File: config.mk
export PLATFORM = sky130hd
export DESIGN_NAME = chunked_body_parser
export DESIGN_NICKNAME = d
export VERILOG_FILES = /design/src/cbp_pkg.sv /design/src/cbp_step.sv /design/src/chunked_body_parser.sv
export SDC_FILE = /design/constraint.sdc
export NUM_CORES = 1
export LEC_CHECK = 0
export ABC_AREA = 0
export BUFFER_PORTS_ARGS = -buffer_cell sky130_fd_sc_hd__buf_2
export CORE_ASPECT_RATIO = 0.8
export CORE_MARGIN = 5
export CORE_UTILIZATION = 60
export DETAILED_ROUTE_END_ITERATION = 6
export PLACE_DENSITY = 0.77
export SLEW_MARGIN = 40
export SYNTH_ARGS = -nofsm -noshare
export SYNTH_HDL_FRONTEND = slang
export SYNTH_SLANG_ARGS = --single-unit
File: constraint.sdc
create_clock -name clk_i -period 8 [get_ports clk_i]
set_input_delay 0.8 -clock clk_i [delete_from_list [all_inputs] [get_ports clk_i]]
set_output_delay 0.8 -clock clk_i [all_outputs]
set_load 0.005 [all_outputs]
File: src/cbp_pkg.sv
// Shared types and constants of the chunked body parser.
package cbp_pkg;

  localparam logic [7:0] CH_CR   = 8'h0D;
  localparam logic [7:0] CH_LF   = 8'h0A;
  localparam logic [7:0] DIGIT_0 = 8'h30;
  localparam logic [7:0] DIGIT_9 = 8'h39;

  // Parser phase, one-hot.
  typedef enum logic [3:0] {
    PH_LEN     = 4'b0001,
    PH_LEN_LF  = 4'b0010,
    PH_DATA    = 4'b0100,
    PH_DATA_LF = 4'b1000
  } phase_e;

  typedef enum logic [1:0] {
    ST_PENDING = 2'd0,
    ST_DONE    = 2'd1,
    ST_BAD     = 2'd2
  } status_e;

  // Control state carried from item to item.
  typedef struct packed {
    phase_e phase;
    logic   have_digit;
  } ctl_t;

  // One result item.
  typedef struct packed {
    status_e    status;
    logic       data_valid;
    logic [7:0] out_byte;
  } result_t;

endpackage

File: src/cbp_step.sv
// Next-state and result logic for one body byte.
module cbp_step #(
  parameter int unsigned LENGTH_WIDTH = 32
) (
  input  logic [7:0]              byte_i,
  input  logic                    restart_i,
  input  cbp_pkg::ctl_t           ctl_i,
  input  logic [LENGTH_WIDTH-1:0] len_accum_i,
  input  logic [LENGTH_WIDTH-1:0] chunk_size_i,
  input  logic [LENGTH_WIDTH-1:0] bytes_seen_i,
  output cbp_pkg::ctl_t           ctl_o,
  output logic [LENGTH_WIDTH-1:0] len_accum_o,
  output logic [LENGTH_WIDTH-1:0] chunk_size_o,
  output logic [LENGTH_WIDTH-1:0] bytes_seen_o,
  output cbp_pkg::result_t        result_o
);

  localparam int unsigned WideWidth = LENGTH_WIDTH + 4;

  logic                    is_digit;
  logic [3:0]              digit;
  logic [WideWidth-1:0]    wide_acc;
  logic [WideWidth-1:0]    acc_x10;
  logic                    overflow;
  logic                    take;
  logic [LENGTH_WIDTH-1:0] seen_inc;

  assign is_digit = (byte_i >= cbp_pkg::DIGIT_0) && (byte_i <= cbp_pkg::DIGIT_9);
  assign digit    = 4'(byte_i - cbp_pkg::DIGIT_0);

  // Ten times the length plus the digit, four bits wider so that a carry past
  // the length width flags an overflow.
  assign wide_acc = {4'b0, len_accum_i};
  assign acc_x10  = (wide_acc << 3) + (wide_acc << 1) + {{LENGTH_WIDTH{1'b0}}, digit};
  assign overflow = |acc_x10[WideWidth-1:LENGTH_WIDTH];

  assign take     = bytes_seen_i < chunk_size_i;
  assign seen_inc = (&bytes_seen_i) ? bytes_seen_i : bytes_seen_i + 1'b1;

  always_comb begin
    ctl_o        = ctl_i;
    len_accum_o  = len_accum_i;
    chunk_size_o = chunk_size_i;
    bytes_seen_o = bytes_seen_i;
    result_o.status     = cbp_pkg::ST_PENDING;
    result_o.data_valid = 1'b0;
    result_o.out_byte   = 8'h00;

    if (restart_i) begin
      ctl_o.phase      = cbp_pkg::PH_LEN;
      ctl_o.have_digit = 1'b0;
      len_accum_o      = '0;
      chunk_size_o     = '0;
      bytes_seen_o     = '0;
    end else begin
      case (ctl_i.phase)
        cbp_pkg::PH_LEN: begin
          if (is_digit) begin
            if (overflow) begin
              result_o.status = cbp_pkg::ST_BAD;
            end else begin
              len_accum_o      = acc_x10[LENGTH_WIDTH-1:0];
              ctl_o.have_digit = 1'b1;
            end
          end else if (byte_i == cbp_pkg::CH_CR) begin
            ctl_o.phase = cbp_pkg::PH_LEN_LF;
          end else begin
            result_o.status = cbp_pkg::ST_BAD;
          end
        end
        cbp_pkg::PH_LEN_LF: begin
          if (byte_i == cbp_pkg::CH_LF && ctl_i.have_digit) begin
            chunk_size_o     = len_accum_i;
            bytes_seen_o     = '0;
            len_accum_o      = '0;
            ctl_o.have_digit = 1'b0;
            ctl_o.phase      = cbp_pkg::PH_DATA;
          end else begin
            result_o.status = cbp_pkg::ST_BAD;
          end
        end
        cbp_pkg::PH_DATA: begin
          // The count advances on every byte of this phase, good or bad, and saturates at its maximum.
          bytes_seen_o = seen_inc;
          if (take) begin
            result_o.data_valid = 1'b1;
            result_o.out_byte   = byte_i;
          end else if (byte_i == cbp_pkg::CH_CR) begin
            ctl_o.phase = cbp_pkg::PH_DATA_LF;
          end else begin
            result_o.status = cbp_pkg::ST_BAD;
          end
        end
        cbp_pkg::PH_DATA_LF: begin
          if (byte_i == cbp_pkg::CH_LF) begin
            if (chunk_size_i == '0) begin
              result_o.status = cbp_pkg::ST_DONE;
            end else begin
              ctl_o.phase = cbp_pkg::PH_LEN;
            end
          end else begin
            result_o.status = cbp_pkg::ST_BAD;
          end
        end
        default: begin
          result_o.status = cbp_pkg::ST_BAD;
        end
      endcase
    end
  end

endmodule

File: src/chunked_body_parser.sv
// Top level of the chunked body parser: input register, parse state, result register.
//
// The parser takes a chunked message body one byte per item and returns one
// result item per byte. Chunk lengths are written in decimal digits, ended by
// CR LF; exactly that many payload bytes follow, then CR LF. Payload bytes come
// out with the data-valid flag set. The status is pending, done (after the CR LF
// of a zero-length chunk, and again for every further LF) or error; a wrong byte,
// an empty length or a length past 2^LENGTH_WIDTH-1 reports an error and leaves
// the phase unchanged. Chunk extensions and trailers are not accepted. Setting
// the restart flag of an item returns the parser to the length phase with all
// counters cleared; its byte is ignored and its result is pending with no data.
// The block takes one item every cycle while back-pressure does not stall it: an
// item is held in the input register, is parsed by the combinational step logic
// (a multiply by ten four bits wider than the length and a length-wide compare
// set its depth) and is then registered in the result register, from which its
// result is offered. Both registers advance together, so back-pressure on the
// result side stalls the input side only when both registers are full.
module chunked_body_parser #(
  parameter int unsigned LENGTH_WIDTH = 32
) (
  input  logic        clk_i,
  input  logic        rst_ni,
  input  logic        s_axis_tvalid_i,
  output logic        s_axis_tready_o,
  input  logic [7:0]  s_axis_tdata_i,   // [7:0] in_byte
  input  logic        s_axis_tuser_i,   // [0] restart
  output logic        m_axis_tvalid_o,
  input  logic        m_axis_tready_i,
  output logic [15:0] m_axis_tdata_o,   // [1:0] status, [9:2] out_byte, rest zero
  output logic        m_axis_tuser_o    // [0] data_valid
);

  // Input register.
  logic       in_valid_q, in_valid_d;
  logic [7:0] in_byte_q;
  logic       in_restart_q;

  // Result register.
  logic             out_valid_q, out_valid_d;
  cbp_pkg::result_t out_res_q;

  // Parse state.
  cbp_pkg::ctl_t           ctl_q, ctl_d;
  logic [LENGTH_WIDTH-1:0] len_accum_q, len_accum_d;
  logic [LENGTH_WIDTH-1:0] chunk_size_q, chunk_size_d;
  logic [LENGTH_WIDTH-1:0] bytes_seen_q, bytes_seen_d;
  cbp_pkg::result_t        step_res;

  logic advance;
  logic in_take;

  // The held item moves into the result register when that register is empty
  // or is being emptied in this cycle.
  assign advance         = in_valid_q && (!out_valid_q || m_axis_tready_i);
  assign s_axis_tready_o = !in_valid_q || advance;
  assign in_take         = s_axis_tvalid_i && s_axis_tready_o;

  assign in_valid_d  = in_take || (in_valid_q && !advance);
  assign out_valid_d = advance || (out_valid_q && !m_axis_tready_i);

  cbp_step #(
    .LENGTH_WIDTH(LENGTH_WIDTH)
  ) u_step (
    .byte_i      (in_byte_q),
    .restart_i   (in_restart_q),
    .ctl_i       (ctl_q),
    .len_accum_i (len_accum_q),
    .chunk_size_i(chunk_size_q),
    .bytes_seen_i(bytes_seen_q),
    .ctl_o       (ctl_d),
    .len_accum_o (len_accum_d),
    .chunk_size_o(chunk_size_d),
    .bytes_seen_o(bytes_seen_d),
    .result_o    (step_res)
  );

  always_ff @(posedge clk_i or negedge rst_ni) begin
    if (!rst_ni) begin
      in_valid_q   <= 1'b0;
      out_valid_q  <= 1'b0;
      ctl_q.phase  <= cbp_pkg::PH_LEN;
      ctl_q.have_digit <= 1'b0;
      len_accum_q  <= '0;
      chunk_size_q <= '0;
      bytes_seen_q <= '0;
    end else begin
      in_valid_q  <= in_valid_d;
      out_valid_q <= out_valid_d;
      // The parse state moves only when an item is parsed.
      if (advance) begin
        ctl_q        <= ctl_d;
        len_accum_q  <= len_accum_d;
        chunk_size_q <= chunk_size_d;
        bytes_seen_q <= bytes_seen_d;
      end
    end
  end

  always_ff @(posedge clk_i) begin
    if (in_take) begin
      in_byte_q    <= s_axis_tdata_i;
      in_restart_q <= s_axis_tuser_i;
    end
    if (advance) begin
      out_res_q <= step_res;
    end
  end

  assign m_axis_tvalid_o = out_valid_q;
  assign m_axis_tdata_o  = {6'b0, out_res_q.out_byte, out_res_q.status};
  assign m_axis_tuser_o  = out_res_q.data_valid;

  // A payload byte never comes with a done or error status.
  assert property (@(posedge clk_i) disable iff (!rst_ni)
    out_valid_q && out_res_q.data_valid |-> out_res_q.status == cbp_pkg::ST_PENDING)
    else $error("payload byte reported with non-pending status");

  // A parsed restart leaves the parser in the length phase with cleared counters.
  assert property (@(posedge clk_i) disable iff (!rst_ni)
    advance && in_restart_q |=> ctl_q.phase == cbp_pkg::PH_LEN && !ctl_q.have_digit &&
      len_accum_q == '0 && chunk_size_q == '0 && bytes_seen_q == '0)
    else $error("restart did not clear the parse state");

  // The parse state holds while no item is parsed.
  assert property (@(posedge clk_i) disable iff (!rst_ni)
    !advance |=> $stable(ctl_q) && $stable(len_accum_q) && $stable(bytes_seen_q) &&
      $stable(chunk_size_q))
    else $error("parse state changed without an item");

  // The payload count only moves in the payload phase, in the length LF phase (where it is cleared) or on restart.
  assert property (@(posedge clk_i) disable iff (!rst_ni)
    advance && !in_restart_q && ctl_q.phase != cbp_pkg::PH_DATA &&
      ctl_q.phase != cbp_pkg::PH_LEN_LF |=> $stable(bytes_seen_q))
    else $error("payload count moved outside the payload phase");

endmodule
==> impl_metrics.tcl, run 1 <==
set metrics [dict create \
    status "complete, no violations" \
    grt_pass1_vias 6646 \
    r2r-end "len_accum_q[18]" \
    tightest_slew_ns 0.724 \
    place_congestion 0.965 \
    regToRegStartpoint "in_byte_q[3]" \
    cp-end-kind "register" \
    combinationalPowerShare_pct 8.1 \
    cp.required_ns 8.35 \
    p_seq_share_pct 44.7 \
    cts_root_buf "clkbuf_16" \
    ys_seq_elements 123 \
    cts.sinks 123 \
    die_w_um 141 \
    drc_errors 0 \
    yosysSeqAreaShare_pct 38.7 \
    io_pins 32 \
    ys_warn_count 0 \
    cts_resized 0 \
    timing.final.ws_setup_ns 3.57 \
    syn_avg_cell_area_um2 9.83 \
    finalMaxSlewViolations 0 \
    finalCritPeriodShare_pct 55.4 \
    final_cell_mix "dfrtp_1 (102), ha_1 (95), a22o_1 (65), a21oi_1 (58), nand2_1 (55)" \
    rsz0062_at_grt "no" \
    clock_latency_ns 0.42 \
    switchingPower_uw 397 \
    clk_pin_slew_ns 0.06 \
    period_needed_ns 4.43 \
    setup_viol 0 \
    antenna_left 0 \
    synth_edf_count 20 \
    grt_max_degree 58 \
    via_per_inst 6.40 \
    finalClockSkew_ns 0.00740 \
    arrival_ns 4.78 \
    path_max_fanout 21 \
    vias 6695 \
    vdd_drop_max_uv 183 \
    placementRows 38 \
    setup_tns_ns 0 \
    r2r_setup_slack_ns 3.57 \
    cts_buffer_depth 2 \
    synthArstFlopShare_pct 83.7 \
    synth.top_cell.area_share_pct 31.0 \
    final_common_cell "dfrtp_1" \
    internal_power_uw 1120 \
    track_usage_pct 26.4 \
    antenna_found_initial 0 \
    synth_top_cell_by_area "dfrtp_1" \
    overflow 0 \
    dieHeight_um 115 \
    cts_tree "built" \
    endpoint "len_accum_q[18]" \
    initial_core_util_pct 60.9 \
    antennaDiodeCount 0 \
    path_class "register to register" \
    pwr_density_cell_mw_per_mm2 170 \
    drt_iter0_drc 593 \
    ys.flop_type "dfrtp_1" \
    area_delta_synth_final_pct 8.84 \
    core_mm2 0.0135 \
    grt_pass1_wl_um 34100 \
    p_leak_uw 0.00423 \
    cts_inserted_buffers 17 \
    post-cts-setup-buffer-count 0 \
    wl_per_cell_um 19.5 \
    dieArea_mm2 0.0162 \
    pre_cts_slack_ns 3.65 \
    dp_hpwl_um 15400 \
    port_buffers 25 \
    final_nets 963 \
    hold_slack_ns 0.380 \
    p_clk_share_pct 47.3 \
    synthTopCellsByArea "dfrtp_1 (31%), ha_1 (14%), edfxtp_1 (7.3%)" \
    synthCells 837 \
    start_kind "register" \
    rr_worst_depth 14 \
    maxCapViolCount 0 \
    syn_area_mm2 0.00822 \
    switching_share_pct 26.1 \
    hold_path_class "input port to async pin" \
    totalWireLength_um 20400 \
    clock.fmax_mhz 226 \
    startpoint "in_byte_q[3]" \
    layout-drive-gt1-share_pct 9.01 \
    synth_cell_types 68 \
    slew_headroom_pct 51.3 \
    first_pass_iters 5 \
    hold_violations 0 \
    holdBufCountCts 0 \
    htreeDepth 4 \
]
## registers in the layout, indices dropped and copies added (netlist names)
name and count:
bytes_seen_q 32, chunk_size_q 32, len_accum_q 32, m_axis_tdata_o 10
in_byte_q 8, ctl_q 5, in_restart_q 1, in_valid_q 1
m_axis_tuser_o 1, m_axis_tvalid_o 1
## metrics by stage
stage	utilization (%)	std cells	total power (µW)	instance area [µm²]
2_1_floorplan	-	842	773	8240
3_3_place_gp	62.2	1014	805	8390
3_5_place_dp	62.2	1014	811	8400
4_1_cts	66.3	1046	1520	8950
5_1_grt	66.3	1046	1570	8950
6_report	66.3	1046	1520	8950
## Yosys cell counts (6+ instances only)
cell,instances
inv_1,53
o21ai_0,34
nor4_1,9
a21o_1,20
clkbuf_1,17
edfxtp_1,20
xor2_1,22
o211ai_1,10
a31oi_1,6
nand2_1,55
nand4_1,24
buf_6,8
nor3_1,9
nor2_1,53
ha_1,95
o21a_1,9
a21oi_1,58
and3_1,7
and2_1,13
a22o_1,65
or3_1,12
buf_4,6
dfrtp_1,102
nand3_1,20
xnor2_1,23
nor2b_1,7
## worst min-delay path by stage
stage                     startpoint         endpoint  slack, ns  cells past startpoint
after floorplan           in_valid_q  m_axis_tvalid_o       0.46                      1
after global placement    in_valid_q  m_axis_tvalid_o       0.47                      1
after detailed placement    ctl_q[0]         ctl_q[0]       0.50                      1
after CTS                     rst_ni  len_accum_q[26]       0.39                      1
after global routing          rst_ni  len_accum_q[29]       0.43                      1
final                         rst_ni  len_accum_q[27]       0.38                      1
## critical path, stage by stage, from the launching register on
cell	delay, ns
edfxtp_1	0.41
inv_1	0.12
fa_1	0.54
inv_1	0.07
fa_1	0.49
a211oi_2	0.26
o211a_1	0.25
o211ai_1	0.15
a21o_1	0.25
a221oi_2	0.27
xor2_1	0.26
nand4_2	0.22
nor4_4	0.52
buf_4	0.37
a22o_1	0.18
## metal layers
metal / global-route usage (%) / part of all wire, %
met1: 35.8 / 45
met2: 43.0 / 48
met3: 6.01 / 5.9
met4: 7.88 / 1.8
met5: 0 / 0
## power by group through the flow
stage,Combinational [µW],Clock [µW],Sequential [µW]
after detailed placement,121,0,690
after floorplan,95.1,0,678
after CTS,122,722,679
after global routing,136,755,681
after global placement,117,0,688
final,122,719,679
## area by class of cell
class | count | area [µm²]
Multi-Input combinational cell | 630 | 4640
Tap cell | 180 | 225
Fill cell | 1097 | 4550
Clock buffer | 18 | 429
Timing Repair Buffer | 28 | 154
Inverter | 53 | 199
Clock inverter | 14 | 123
Sequential cell | 123 | 3180
## cell families (layout without fill, tap and decap cells)
family                   count (synthesis)  count (layout)  synth area share [%]
AO/OA/AOI/OAI                          252             252                  21.9
other                                    1               6                0.0456
buffers and inverters                   89             113                  5.14
flip-flops                             123             123                  38.7
adder cells (fa/ha/maj)                 97              97                  14.9
AND/OR/NAND/NOR                        228             228                  14.3
multiplexers                             2               2                 0.259
XOR/XNOR                                45              45                  4.79
(Power assumes the default switching activity.)
==> inputs of run 2 (changes only) <==
Settings changed: ABC_AREA 0 to 1, CORE_UTILIZATION 60 to 58.
Clock period 8 ns to 3.6 ns, I/O delays scaled along.
==> run 2 against run 1 <==
Wire length increased by 25%. Clock power grew to 2.5 times the previous value. Non-clock buffer count increased by 10. Design area rose by 17%. Clock skew grew 0.0088 ns. Synthesized area increased by 16%. Clock-buffer cell count unchanged. Synthesized cell count rose by 59%. Sequential power grew to 2.8 times the previous value. Critical endpoint is now len_accum_q[17].
==> impl_metrics.tcl, run 2 <==
set metrics [dict create \
    status "complete, no violations" \
    antennaDiodeCount 0 \
    tightest_slew_ns 0.730 \
    syn_area_mm2 0.00953 \
    htreeDepth 4 \
    synthMuxAreaShare_pct 0 \
    finalCritPeriodShare_pct 91.7 \
    maxCapViolCount 0 \
    place_congestion 0.998 \
    start_kind "register" \
    grt_max_degree 78 \
    min-delay-start "s_axis_tuser_i" \
    first_pass_iters 7 \
    cts.sinks 123 \
    yosysMostFrequentCell "nand2_1" \
    synth.top_cell.area_share_pct 26.8 \
    total_power_uw 6130 \
    synth_compound_area_share_pct 7.88 \
    initial_core_util_pct 59.8 \
    synthTopCellsByArea "dfrtp_1 (27%), nand2_1 (14%), ha_1 (12%)" \
    cts_tree "built" \
    layout-drive-gt1-share_pct 7.37 \
    synthAdderAreaFrac_pct 12.9 \
    synthTopCellsByCount "nand2_1 (367), inv_1 (175), nor2_1 (123)" \
    synthCells 1335 \
    track_usage_pct 26.9 \
    r2r-end "len_accum_q[17]" \
    path_class "register to register" \
    slew_headroom_pct 51.3 \
    placementRows 41 \
    clk_pin_slew_ns 0.07 \
    dieHeight_um 125 \
    area_delta_synth_final_pct 9.66 \
    antenna_left 0 \
    grt_pass1_wl_um 42100 \
    cts_root_buf "clkbuf_16" \
    cp-end-kind "register" \
    cp.required_ns 3.96 \
    p_leak_uw 0.00536 \
    hold_violations 0 \
    yosysSeqAreaShare_pct 33.4 \
    final_nets 1467 \
    setup_tns_ns 0 \
    dp_hpwl_um 19300 \
    overflow 0 \
    post-cts-setup-buffer-count 0 \
    vdd_drop_max_uv 471 \
    final_common_cell "nand2_1" \
    grt_pass1_vias 8320 \
    synth_cell_types 50 \
    totalWireLength_um 25500 \
    synthSimpleGateAreaFrac_pct 33.6 \
    core_mm2 0.0160 \
    cts_buffer_depth 2 \
    via_per_inst 5.56 \
    synth_xor_area_share_pct 2.66 \
    nFillCells 1412 \
    path_max_fanout 19 \
    hold_depth 1 \
    synth_top_family_by_area "simple AND/OR/NAND/NOR gates" \
    rr_worst_depth 20 \
    arrival_ns 3.66 \
    clock.fmax_mhz 303 \
    antenna_found_initial 0 \
    drt_iter0_drc 764 \
    hold_path_class "input port to register" \
    drc_errors 0 \
    ys_seq_elements 123 \
    die_w_um 153 \
    syn_avg_cell_area_um2 7.14 \
    wl_per_cell_um 16.1 \
    vias 8812 \
    io_pins 32 \
    final_cell_mix "nand2_1 (367), inv_1 (175), nor2_1 (123), nand3_1 (118), dfrtp_1 (102)" \
    synth_edf_count 20 \
    min_to "in_restart_q" \
    startpoint "in_byte_q[3]" \
    ys.flop_type "dfrtp_1" \
    regToRegStartpoint "in_byte_q[3]" \
    finalClockSkew_ns 0.0162 \
    dieArea_mm2 0.0191 \
    finalMaxSlewViolations 0 \
    cts_inserted_buffers 17 \
    r2r_setup_slack_ns 0.30 \
    clock_latency_ns 0.43 \
    pwr_density_cell_mw_per_mm2 587 \
    synthArstFlopShare_pct 83.7 \
    setup_viol 0 \
    port_buffers 25 \
    ys_warn_count 0 \
    rsz0062_at_grt "no" \
    reg.largest.list "bytes_seen_q (32), chunk_size_q (32), len_accum_q (32)" \
    period_needed_ns 3.30 \
    synth_top_cell_by_area "dfrtp_1" \
]
[run 2: changes by cell type after synthesis, sizes merged, moves of 8 or more]
cell,before,now
inv,53,178
nand2,55,373
nor3,9,51
a21o,21,1
nand3,20,120
xnor2,23,13
o211ai,10,1
nor2,53,132
buf,19,27
or3,12,0
and2,13,1
o21ai,40,54
a22o,65,0
[run 2: worst max-delay path, stage by stage (launching register included)]
cell and delay (ns):
edfxtp_1 0.32, inv_1 0.10, fa_1 0.60, inv_1 0.10, fa_1 0.47, nand3_1 0.11, nand3_2 0.11, nand2_1 0.08
nand2_1 0.09, nand2_1 0.09, nand2_2 0.09, nand2_1 0.10, nand2_1 0.05, nand2_1 0.06, nand2_1 0.05, nor2_1 0.12
nand2_2 0.09, nand2_4 0.18, buf_6 0.22, nand3_1 0.10, nand2_1 0.10
[run 2: layout make-up]
cell class / instances / area [µm²] / share of cell area, %
Multi-Input combinational cell: 998 / 5470 / 52.3
Inverter: 179 / 672 / 6.43
Clock inverter: 14 / 169 / 1.62
Tap cell: 215 / 269 / 2.57
Timing Repair Buffer: 38 / 248 / 2.37
Clock buffer: 18 / 450 / 4.31
Sequential cell: 123 / 3180 / 30.4
[run 2: power breakdown]
part | switching (µW) | leakage, µW | internal [µW]
clock | 720 | 0.000308 | 1090
combinational | 1560 | 0.00344 | 858
sequential | 251 | 0.00161 | 1650
total | 2530 | 0.00536 | 3600
[run 2: logic make-up (layout without fill, tap and decap cells)]
kind of cell | Yosys count | in the layout
xor+xnor | 29 | 29
compound gates | 135 | 135
buf+inv | 219 | 249
fa+ha+maj | 97 | 97
simple gates | 731 | 731
flops | 123 | 123
other cells | 1 | 6
[run 2: what timing repair did]
| item | CTS | global route |
|---|---|---|
| endpoints found under the hold margin | 26 | 0 |
| resized for setup | 0 | 2 |
| hold buffers | 1 | 0 |
| setup endpoints to repair | 0 | 16 |
[run 2: worst max path at each step]
stage | to | slack [ns]
final | len_accum_q[17] | 0.30
after global routing | len_accum_q[10] | 0.04
after CTS | len_accum_q[12] | 0.27
after detailed placement | len_accum_q[3] | 0.30
after global placement | len_accum_q[0] | 0.46
after floorplan | len_accum_q[31] | 0.83
[run 2: per-layer routing]
layer	up-vias	part of all wire [%]	track usage, %	wire length [µm]
met4	0	1.8	6.85	447
li1	4394	-	-	-
met1	4027	46	38.8	11700
met5	-	0	0	0
met3	44	9.0	7.26	2300
met2	347	43	40.4	11000
[run 2: per-stage QoR]
stage	hold slack, ns	instances	worst slack (ns)	area [µm²]	util [%]
final	0.0988	1585	0.299	10500	65.5
after global routing	0.0983	1585	0.0403	10500	65.5
after CTS	0.0920	1585	0.274	10400	65.4
after detailed placement	0.434	1552	0.297	9810	61.5
after global placement	0.462	1552	0.456	9810	61.5
after floorplan	0.0644	1340	0.827	9550	-
==> inputs of run 3 (changes only) <==
Settings changed: CORE_UTILIZATION 58 to 60, PLACE_DENSITY 0.77 to 0.76.
Clock period 3.6 ns to 3.3 ns, I/O delays scaled along.
==> run 3 against run 2 <==
Cell count increased by 0.63%. Critical endpoint is now len_accum_q[12]. Critical path type unchanged. Wire length grew 3.8%. Global-route usage rose by 2.5 points. Die area shrank 3.1%. Utilization grew 1.6 points. Highest routed layer unchanged. Setup slack got worse by 0.076 ns.
==> impl_metrics.tcl, run 3 (synthesis gave the netlist of run 2 again) <==
set metrics [dict create \
    switching_share_pct 42.6 \
    initial_core_util_pct 60.7 \
    layout-drive-gt1-share_pct 8.33 \
    use_met3_pct 6.90 \
    port_buffers 25 \
    antenna_found_initial 0 \
    total_power_uw 6640 \
    io_pins 32 \
    core_mm2 0.0157 \
    start_kind "register" \
    placed_cells 1556 \
    vdd_drop_max_uv 415 \
    vias 9068 \
    p_seq_share_pct 31.1 \
    switchingPower_uw 2830 \
    hold_path_class "input port to register" \
    max_stage_delay_ns 0.55 \
    via_per_inst 5.69 \
    internal_power_uw 3810 \
    path_max_fanout 11 \
    cts_tree "built" \
    htreeDepth 4 \
    cts_inserted_buffers 17 \
    reg.largest.list "bytes_seen_q (32), chunk_size_q (32), len_accum_q (32)" \
    period_needed_ns 3.08 \
    grt_use_met2_pct 43.4 \
    grt_pass1_vias 8438 \
    path_class "register to register" \
    rsz0062_at_grt "yes" \
    drc_errors 0 \
    cp-end-kind "register" \
    drt_iter0_drc 917 \
    wl_per_cell_um 16.6 \
    finalClockSkew_ns 0.0120 \
    setup_tns_ns 0 \
    cts_root_buf "clkbuf_16" \
    final_common_cell "nand2_1" \
    instances_no_fill 1595 \
    grt_pass1_wl_um 42900 \
    p_clk_share_pct 27.6 \
    final_nets 1477 \
    dieArea_mm2 0.0185 \
    slew_headroom_pct 46.2 \
    p_leak_uw 0.00539 \
    area_delta_synth_final_pct 10.5 \
    finalCritPeriodShare_pct 93.2 \
    die_w_um 151 \
    place_congestion 1.01 \
    path_common_cell "nand2_1" \
    placementRows 41 \
    maxCapViolCount 0 \
    top_usage_layer "met2" \
    antennaDiodeCount 0 \
    setup_viol 0 \
    totalWireLength_um 26500 \
    cts_buffer_depth 2 \
    status "complete, no violations" \
    clock_latency_ns 0.43 \
    overflow 0 \
    hold_violations 0 \
    grt_max_degree 64 \
    pwr_density_cell_mw_per_mm2 631 \
    clk_pin_slew_ns 0.07 \
    antenna_left 0 \
    finalMaxSlewViolations 0 \
    dp_hpwl_um 19800 \
    arrival_ns 3.45 \
    combinationalPowerShare_pct 41.2 \
    first_pass_iters 6 \
    dieHeight_um 123 \
    clock.fmax_mhz 325 \
    tightest_slew_ns 0.800 \
    slowest_stage "fa_1" \
    final_core_util_pct 67.1 \
    grt.met1_usage_pct 42.8 \
    cts.sinks 123 \
    crit_chain "inv_1 -> fa_1 -> inv_1 -> fa_2 -> nand3_1 -> nand3_2 -> nand2_1 -> nand2_1 -> nand2_1 -> nand2_2 -> nand2_1 -> nand2_1 -> nand2_1 -> nand2_1 -> nor2_2 -> nand2_2 -> nand2_8 -> clkbuf_16 -> nand3_1 -> nand2_1" \
    track_usage_pct 29.4 \
    cp.required_ns 3.67 \
    final_cell_mix "nand2_1 (365), inv_1 (175), nor2_1 (122), nand3_1 (118), dfrtp_1 (102)" \
]
run 3: per-stage QoR:
step | setup WS [ns] | hold WS (ns) | cell area (µm²)
final | 0.223 | 0.0649 | 10500
after global routing | -0.0220 | 0.0623 | 10500
after CTS | 0.0301 | 0.00324 | 10400
after detailed placement | 0.0784 | 0.457 | 9840
after global placement | 0.161 | 0.451 | 9840
after floorplan | 0.527 | 0.0344 | 9550
run 3: final timing paths:
check	cells after the start	start	endpoint	slack [ns]
worst max register to register	20	in_byte_q[3]	len_accum_q[12]	0.22
worst min register to register	2	in_valid_q	m_axis_tvalid_o	0.50
max in group asynchronous	3	rst_ni	ctl_q[1]	2.06
worst min-delay path	1	s_axis_tdata_i[0]	in_byte_q[0]	0.06
worst max-delay path	20	in_byte_q[3]	len_accum_q[12]	0.22
min in group asynchronous	2	rst_ni	len_accum_q[25]	0.43
run 3: critical path, delay by kind of cell, from the launching register on:
kind	cells	cell delay (ns)
AND/OR/NAND/NOR	15	1.37
adder cells (fa/ha/maj)	2	0.95
buffers and inverters	3	0.36
flip-flops	1	0.32
run 3: area by class of cell:
type / instances / area, µm²
multi-input cells: 1000 / 5520
fillers: 1379 / 5160
flip-flops and latches: 123 / 3180
inverters: 179 / 672
repair buffers: 46 / 322
clock buffers: 18 / 450
well taps: 215 / 269
clock inverters: 14 / 124
run 3: metal layers:
metal,routed length (µm),vias up
met5,0,-
met4,662,0
met3,2430,60
met2,11400,420
met1,12000,4166
li1,-,4422
run 3: power groups by stage:
| stage | Clock, µW | Combinational, µW | Sequential, µW |
|---|---|---|---|
| final | 1830 | 2740 | 2070 |
| after global routing | 1920 | 3080 | 2100 |
| after CTS | 1840 | 2640 | 2060 |
| after detailed placement | 0 | 2610 | 2090 |
| after global placement | 0 | 2570 | 2080 |
| after floorplan | 0 | 2010 | 1990 |
run 3: repair_timing:
item,CTS,global route
endpoints found under the hold margin,0,61
hold buffers,0,1
setup endpoints to repair,0,34
setup buffers,0,3
gates resized for setup,0,6
